===== src/sv/tfp_pkg.sv =====
package tfp_pkg;

	localparam logic [7:0] SYNC_BYTE     = 8'hAA;
	localparam logic [7:0] TYPE_POWER    = 8'h05;
	localparam logic [7:0] TYPE_STATE    = 8'hF1;
	localparam logic [7:0] POWER_MIN_LEN = 8'd6;
	localparam logic [7:0] STATE_MIN_LEN = 8'd20;
	localparam logic [3:0] POWER_LAST_K  = 4'd1;
	localparam logic [3:0] STATE_LAST_K  = 4'd8;
	localparam logic       KIND_POWER    = 1'b0;
	localparam logic       KIND_STATE    = 1'b1;

	localparam int WORD_COUNT = 9;
	localparam int STORE_TOP  = 2 * WORD_COUNT + 1;

	typedef enum logic [2:0] {
		PH_HUNT1,
		PH_HUNT2,
		PH_TYPE,
		PH_LEN,
		PH_PAYLOAD,
		PH_CHECK
	} tfp_phase_t;

	typedef struct packed {
		logic [7:0]                  id;
		logic                        kind;
		logic [WORD_COUNT-1:0][15:0] words;
	} tfp_frame_t;

endpackage


===== src/sv/tfp_front.sv =====
module tfp_front import tfp_pkg::*; #(
	parameter int MAX_PAYLOAD = 32
) (
	input  logic       clk,
	input  logic       arst_n,
	input  logic       cfg_wen,
	input  logic [7:0] cfg_wdata,
	input  logic       s_tvalid,
	output logic       s_tready,
	input  logic [7:0] s_tdata,
	input  logic       queue_full,
	output logic       push,
	output tfp_frame_t push_frame
);

	localparam logic [8:0] MAX_LEN = 9'(MAX_PAYLOAD);

	tfp_phase_t phase_q, phase_d;
	logic [7:0] robot_count_q;
	logic [7:0] type_q;
	logic [7:0] len_q;
	logic [7:0] cnt_q;
	logic [7:0] sum_q;
	logic [7:0] store_q [1:STORE_TOP];
	logic       accept;
	logic       frame_ok;
	logic [7:0] cnt_next;

	assign s_tready = !queue_full;
	assign accept   = s_tvalid && s_tready;
	assign cnt_next = 8'(cnt_q + 8'd1);

	always_comb begin
		phase_d = phase_q;
		if (accept) begin
			case (phase_q)
				PH_HUNT1:   phase_d = (s_tdata == SYNC_BYTE) ? PH_HUNT2 : PH_HUNT1;
				PH_HUNT2:   phase_d = (s_tdata == SYNC_BYTE) ? PH_TYPE : PH_HUNT1;
				PH_TYPE:    phase_d = (s_tdata != SYNC_BYTE) ? PH_LEN : PH_TYPE;
				PH_LEN:     phase_d = (s_tdata == 8'd0) ? PH_CHECK : PH_PAYLOAD;
				PH_PAYLOAD: phase_d = (cnt_next == len_q) ? PH_CHECK : PH_PAYLOAD;
				PH_CHECK:   phase_d = PH_HUNT1;
				default:    phase_d = PH_HUNT1;
			endcase
		end
	end

	always_comb begin
		frame_ok = (s_tdata == sum_q) && ({1'b0, len_q} <= MAX_LEN)
			&& (((type_q == TYPE_POWER) && (len_q >= POWER_MIN_LEN))
			|| ((type_q == TYPE_STATE) && (len_q >= STATE_MIN_LEN)))
			&& (store_q[1] < robot_count_q);
		push = accept && (phase_q == PH_CHECK) && frame_ok;
		push_frame.id   = store_q[1];
		push_frame.kind = (type_q == TYPE_STATE) ? KIND_STATE : KIND_POWER;
		for (int k = 0; k < WORD_COUNT; k++) begin
			push_frame.words[k] = {store_q[2 * k + 2], store_q[2 * k + 3]};
		end
	end

	always_ff @(posedge clk or negedge arst_n) begin
		if (!arst_n) begin
			phase_q       <= PH_HUNT1;
			robot_count_q <= 8'd1;
			type_q        <= 8'd0;
			len_q         <= 8'd0;
			cnt_q         <= 8'd0;
			sum_q         <= 8'd0;
		end else begin
			phase_q <= phase_d;
			if (cfg_wen) begin
				robot_count_q <= cfg_wdata;
			end
			if (accept) begin
				case (phase_q)
					PH_TYPE: begin
						if (s_tdata != SYNC_BYTE) begin
							type_q <= s_tdata;
							sum_q  <= 8'(SYNC_BYTE + SYNC_BYTE + s_tdata);
						end
					end
					PH_LEN: begin
						len_q <= s_tdata;
						sum_q <= 8'(sum_q + s_tdata);
						cnt_q <= 8'd0;
					end
					PH_PAYLOAD: begin
						sum_q <= 8'(sum_q + s_tdata);
						cnt_q <= cnt_next;
					end
					default: begin
					end
				endcase
			end
		end
	end

	always_ff @(posedge clk) begin
		for (int i = 1; i <= STORE_TOP; i++) begin
			if (accept && (phase_q == PH_PAYLOAD) && (cnt_q == 8'(i))) begin
				store_q[i] <= s_tdata;
			end
		end
	end

endmodule


===== src/sv/tfp_queue.sv =====
module tfp_queue import tfp_pkg::*; (
	input  logic       clk,
	input  logic       arst_n,
	input  logic       push,
	input  tfp_frame_t push_frame,
	output logic       full,
	input  logic       pop,
	output logic       head_valid,
	output tfp_frame_t head_frame
);

	tfp_frame_t mem_q [2];
	logic       wr_ptr_q;
	logic       rd_ptr_q;
	logic [1:0] count_q;

	assign full       = (count_q == 2'd2);
	assign head_valid = (count_q != 2'd0);
	assign head_frame = mem_q[rd_ptr_q];

	always_ff @(posedge clk or negedge arst_n) begin
		if (!arst_n) begin
			wr_ptr_q <= 1'b0;
			rd_ptr_q <= 1'b0;
			count_q  <= 2'd0;
		end else begin
			if (push) begin
				wr_ptr_q <= !wr_ptr_q;
			end
			if (pop) begin
				rd_ptr_q <= !rd_ptr_q;
			end
			case ({push, pop})
				2'b10:   count_q <= 2'(count_q + 2'd1);
				2'b01:   count_q <= 2'(count_q - 2'd1);
				default: count_q <= count_q;
			endcase
		end
	end

	always_ff @(posedge clk) begin
		if (push) begin
			mem_q[wr_ptr_q] <= push_frame;
		end
	end

endmodule


===== src/sv/tfp_back.sv =====
module tfp_back import tfp_pkg::*; (
	input  logic        clk,
	input  logic        arst_n,
	input  logic        head_valid,
	input  tfp_frame_t  head_frame,
	output logic        pop,
	output logic        m_tvalid,
	input  logic        m_tready,
	output logic [31:0] m_tdata,
	output logic        m_tuser,
	output logic        m_tlast
);

	logic [3:0]  k_q;
	logic        valid_q;
	logic [7:0]  id_q;
	logic        kind_q;
	logic [3:0]  index_q;
	logic [16:0] value_q;
	logic        last_q;
	logic        load;
	logic        last_k;
	logic [15:0] word;

	assign load   = head_valid && (!valid_q || m_tready);
	assign last_k = (k_q == ((head_frame.kind == KIND_STATE) ? STATE_LAST_K : POWER_LAST_K));
	assign word   = head_frame.words[k_q];
	assign pop    = load && last_k;

	assign m_tvalid = valid_q;
	assign m_tdata  = {3'd0, value_q, index_q, id_q};
	assign m_tuser  = kind_q;
	assign m_tlast  = last_q;

	always_ff @(posedge clk or negedge arst_n) begin
		if (!arst_n) begin
			valid_q <= 1'b0;
			k_q     <= 4'd0;
		end else begin
			if (load) begin
				valid_q <= 1'b1;
				k_q     <= last_k ? 4'd0 : 4'(k_q + 4'd1);
			end else if (m_tready) begin
				valid_q <= 1'b0;
			end
		end
	end

	always_ff @(posedge clk) begin
		if (load) begin
			id_q    <= head_frame.id;
			kind_q  <= head_frame.kind;
			index_q <= k_q;
			value_q <= (head_frame.kind == KIND_STATE) ? {word[15], word} : {1'b0, word};
			last_q  <= last_k;
		end
	end

endmodule


===== src/sv/telemetry_frame_parser_unit.sv =====
// Byte-serial telemetry frame parser. One received byte is taken per cycle on the
// s_ side; s_tready drops only while two decoded frames wait undelivered. A frame
// is two 0xAA sync bytes, a type, a length, the payload and an 8-bit sum of the
// two sync bytes, the type, the length and the payload; extra sync bytes before
// the type are skipped and not summed. A good power frame (type 0x05) gives two
// unsigned words, a good
// state frame (type 0xF1) nine sign-extended words, one word per cycle on the m_
// side while m_tready allows, each tagged with the robot id from payload byte 1;
// other frames are swallowed. The checksum byte writes the frame into the queue,
// then its first word is loaded into the output register. A two-frame queue
// splits parser and word emitter, so each stalls on its own; the shortest good
// frame (eleven bytes) outnumbers the longest burst (nine words). cfg_wdata sets
// the robot count when cfg_wen is high; write it only while the block is idle.
module telemetry_frame_parser_unit import tfp_pkg::*; #(
	parameter int MAX_PAYLOAD = 32
) (
	input  logic        clk,
	input  logic        arst_n,
	input  logic        cfg_wen,
	input  logic [7:0]  cfg_wdata,
	input  logic        s_tvalid,
	output logic        s_tready,
	input  logic [7:0]  s_tdata,   // data_byte
	output logic        m_tvalid,
	input  logic        m_tready,
	output logic [31:0] m_tdata,   // robot_id[7:0], word_index[11:8], word_value[28:12]
	output logic        m_tuser,   // message_kind
	output logic        m_tlast
);

	logic       push;
	logic       full;
	logic       pop;
	logic       head_valid;
	tfp_frame_t push_frame;
	tfp_frame_t head_frame;

	tfp_front #(
		.MAX_PAYLOAD(MAX_PAYLOAD)
	) u_front (
		.clk       (clk),
		.arst_n    (arst_n),
		.cfg_wen   (cfg_wen),
		.cfg_wdata (cfg_wdata),
		.s_tvalid  (s_tvalid),
		.s_tready  (s_tready),
		.s_tdata   (s_tdata),
		.queue_full(full),
		.push      (push),
		.push_frame(push_frame)
	);

	tfp_queue u_queue (
		.clk       (clk),
		.arst_n    (arst_n),
		.push      (push),
		.push_frame(push_frame),
		.full      (full),
		.pop       (pop),
		.head_valid(head_valid),
		.head_frame(head_frame)
	);

	tfp_back u_back (
		.clk       (clk),
		.arst_n    (arst_n),
		.head_valid(head_valid),
		.head_frame(head_frame),
		.pop       (pop),
		.m_tvalid  (m_tvalid),
		.m_tready  (m_tready),
		.m_tdata   (m_tdata),
		.m_tuser   (m_tuser),
		.m_tlast   (m_tlast)
	);

endmodule


===== config.mk =====
export PLATFORM = sky130hd
export DESIGN_NAME = telemetry_frame_parser_unit
export DESIGN_NICKNAME = d
export VERILOG_FILES = /design/src/sv/tfp_pkg.sv /design/src/sv/tfp_front.sv /design/src/sv/tfp_queue.sv /design/src/sv/tfp_back.sv /design/src/sv/telemetry_frame_parser_unit.sv
export SDC_FILE = /design/constraint.sdc
export NUM_CORES = 1
export LEC_CHECK = 0
export BUFFER_PORTS_ARGS = -buffer_cell sky130_fd_sc_hd__buf_4
export CAP_MARGIN = 15
export CORE_ASPECT_RATIO = 0.6
export CORE_MARGIN = 2
export CORE_UTILIZATION = 55
export CTS_CLUSTER_DIAMETER = 200
export DETAILED_ROUTE_END_ITERATION = 8
export PLACE_DENSITY = 0.72
export SLEW_MARGIN = 10
export SYNTH_ARGS = -nofsm -noshare
export SYNTH_HDL_FRONTEND = slang
export SYNTH_SLANG_ARGS = --single-unit

===== constraint.sdc =====
create_clock -name clk -period 10 [get_ports clk]
set_input_delay 1.5 -clock clk [delete_from_list [all_inputs] [get_ports clk]]
set_output_delay 1.5 -clock clk [all_outputs]
set_load 0.01 [all_outputs]

==> run summary <==
The horizontal extent of the die came out at 254 µm. The height of the die is 154 µm. The measured slew at the worst slew-check pin came out at 1.15 ns. The critical path is of the in2reg type. The half-perimeter wire length after detailed placement is 23.9 mm. The stage delay of the slowest cell on the critical path is 0.83 ns.

Global routing consumed, over all layers together, 21.1% of the routing resources. The net total in the final layout came out at 1194. The total of warnings raised by yosys came out at 0. The reg-to-reg setup timing slack is 6.16 ns. The filler cell count in the final layout is 2505.

The tightest slew margin relative to the limit is 23.3%. Summing over every cut layer, the via total after detailed routing is 9954. The signal on the critical path passes through buf_4 > ha_1 > nor4_1 > nand4_1 > a2111oi_4 > o2111ai_4 > nor2_4 > buf_4. The pin count of the biggest net entering global routing is 84. The post-CTS resize count is 0.

The number of enable flip-flop cells after synthesis came out at 489. The region available for standard cell placement spans 36700 µm². The worst setup path is launched from an input pin. The number of max-slew violations in the final report is 0. The final layout contains routed wiring with a total length of 39.8 mm. The biggest area contributor in the post-synthesis netlist is edfxtp_1. Clock tree synthesis found a total of 541 sinks. Setup repair after global routing left no endpoint under its margin. CTS built an H-tree with a depth of 2. After detailed routing, the number of vias per cell comes to 5.90. The max-cap violation count came out at 0.

The initial antenna violation count came to 1. The clock tree root driver cell is clkbuf_16. The clock latency reported for the late side of the worst-skew pair is 0.57 ns. The first global-routing pass estimated 61.2 mm of wire.

The total setup violations reported at the end of the flow came out at 0. The maximum fanout encountered on the critical timing path is 68. After clock tree synthesis, the setup repair step added 0 buffers. The library cell with the highest instance count after synthesis is edfxtp_1. The ratio of cells with drive above 1 in the final layout is 20.9%. The worst-case IR drop observed on VDD is 0.000221 V.

Summed over all failing endpoints, the final setup total negative slack is 0 ns. For this design the top-level I/O count stands at 57. By area the synthesized netlist is led by edfxtp_1 (71%), mux4_2 (6.8%), dfrtp_1 (6.2%). Among cell families on the critical path, the largest total delay comes from buffers and inverters.

The worst hold slack is 0.441 ns. The number of hold violations in the final report is 0. Once the floorplan was initialized, standard cells occupied 56.3% of the core. Synthesis inferred 541 register bits.

The mapped cell area is 20700 µm². Buffers inserted to repair hold after CTS numbered 0. The slowest stage of the critical path belongs to the cell buf_4. After synthesis, the most frequently instantiated cells are edfxtp_1 (489), mux4_2 (62), mux2i_1 (58). The flow ran to the end, and the final reports show no timing, DRC or antenna violations.

The number of global-route vias before repair came out at 10100. Summed over its instances, the top area cell type makes up 71.0% of the synthesized netlist area. The arrival time at the worst endpoint came out at 4.90 ns. The area of the multi-input gates came out at 4440 µm². The unique cell type count in the Yosys netlist came out at 66. The count of unresolved DRC violations after routing is 0.

The final estimated routing congestion in global placement is 0.801. A synthesized cell averages 19.3 µm². The area growth from synthesis to layout came out at 12.2%. The library cell appearing most often on the critical path is buf_4.

The capturing element type of the critical path is a flip-flop. The number of buffers on the longest clock path came out at 3. The total power divided by cell area came out at 204 nW/µm². 0 antenna diodes ended up in the layout. The number of buffers created by CTS is 46. The port buffer count is 53. TritonCTS built the clock tree. The fraction of the yosys area taken by sequential cells is 77.3%. The proportion of synthesized flip-flops having asynchronous set or reset is 9.61%. The post-detailed-route wirelength per cell is 23.6 µm.

The count of nets left with antenna violations once routing finished came out at 0. The area of the die came out at 39200 µm². Once routing completed, OpenROAD measured the worst setup slack at 5.28 ns. The worst clock skew on the final layout is 0.0188 ns. The reported leakage power is 7.48 nW. The total congestion overflow came out at 0. The worst path uses 47.2% of the clock period.

The flip-flop and latch area is 16000 µm². The worst setup slack after placement is 4.66 ns. The detailed-routing iteration count for the pre-antenna-repair pass came out at 5. The most instantiated flip-flop cell in the synthesis netlist is edfxtp_1. The clock slew at the register clock pins of the worst setup and hold paths came out at 0.06 ns. The violation count after the first detailed-routing iteration came out at 1098. Counting every instance in the synthesized netlist gives 1073. The top achievable clock speed came out at 212 MHz. The minimum clock period came out at 4.72 ns. The min-delay analysis places its worst path in the category reg2reg.

The number of buffers and inverters on the critical path is 2. The number of core rows came out at 54. The data required time of the critical path came out at 10.18 ns.
## layer usage
| layer | vias to the layer above | routed length (µm) | global-route usage (%) |
|---|---|---|---|
| li1 | 4419 | - | - |
| met1 | 5122 | 18500 | 34.2 |
| met2 | 360 | 17500 | 30.0 |
| met3 | 53 | 2980 | 3.96 |
| met4 | 0 | 726 | 5.10 |
| met5 | - | 0 | 0 |
## area by class of cell
class | count | area share (%)
repair buffers | 71 | 2.31
inverters | 22 | 0.356
well taps | 504 | 2.72
clock inverters | 28 | 1.31
multi-input cells | 467 | 19.1
clock buffers | 55 | 5.20
flip-flops and latches | 541 | 69.0
## sequential cells by signal, indices dropped and copies added (netlist names)
name / count
u_back.m_tlast: 1
u_queue.rd_ptr_q: 1
u_back.m_tuser: 1
u_queue.wr_ptr_q: 1
u_back.index_q: 4
u_front.phase_q: 3
u_queue.count_q: 2
u_front.cnt_q: 8
u_back.id_q: 8
u_queue.mem_q: 306
u_front.len_q: 8
u_back.m_tvalid: 1
u_front.store_q: 152
u_front.type_q: 8
u_front.sum_q: 8
u_front.robot_count_q: 8
u_back.k_q: 4
u_back.value_q: 17
## worst paths after layout
check | from | endpoint | cells past startpoint
hold / removal | u_front.store_q[0][83] | u_queue.mem_q[1][75] | 0
setup / recovery | s_tdata[0] | u_queue.mem_q[0][87] | 8
min in group asynchronous | arst_n | u_front.sum_q[3] | 1
hold reg to reg | u_front.store_q[0][83] | u_queue.mem_q[1][75] | 0
max in group asynchronous | arst_n | u_queue.rd_ptr_q | 1
setup reg to reg | u_front.sum_q[4] | u_queue.mem_q[0][87] | 7
## layout by cell type, fill, tap and decap left out, types with 3 or more instances in the layout
master and count:
nor3_2 4, nor4_2 3, edfxtp_1 489, dfrtp_1 48
and2_1 8, clkbuf_16 47, a21o_1 4, mux2i_1 58
buf_4 70, nor2b_1 4, clkbuf_1 8, nor3_1 9
bufinv_16 6, conb_1 3, nand3_1 9, nand2b_1 5
nand2_1 39, mux2_2 25, mux4_2 62, ha_1 23
o21ai_0 49, clkinv_1 12, clkinv_2 6, nor2_1 34
xor2_1 11, nand4_1 9, inv_1 21, nor4_1 10
xnor2_1 12, nor3b_1 3, a21oi_1 15, nand3b_1 4
o22a_1 15
## report_power, final
part / total [mW] / leakage [nW] / internal (mW) / switching, mW
clock: 1.80 / 0.734 / 1.02 / 0.779
combinational: 0.356 / 1.69 / 0.154 / 0.202
sequential: 2.58 / 5.06 / 2.50 / 0.0766
## stage by stage
step	power (mW)	utilization, %	area, µm²	cells
floorplan	2.87	-	20700	1075
global placement	2.97	59.0	21700	1602
detailed placement	2.98	59.0	21700	1602
CTS	4.77	63.1	23200	1685
global route	4.92	63.2	23200	1688
finish	4.73	63.2	23200	1688
## logic make-up (layout without fill, tap and decap cells)
family                     Yosys count  count (layout)  synth area share [%]
buffers and inverters               67             176                  1.45
xor gates and xnor gates            24              24                  1.05
muxes                              145             145                  10.9
and+or+nand+nor                    163             163                  4.20
AOI/OAI and AO/OA                  108             108                  3.52
adders and majority gates           24              24                  1.49
DFF                                541             541                  77.3
other                                1               3                0.0181
Note: power is estimated with default switching activity, not from simulation.
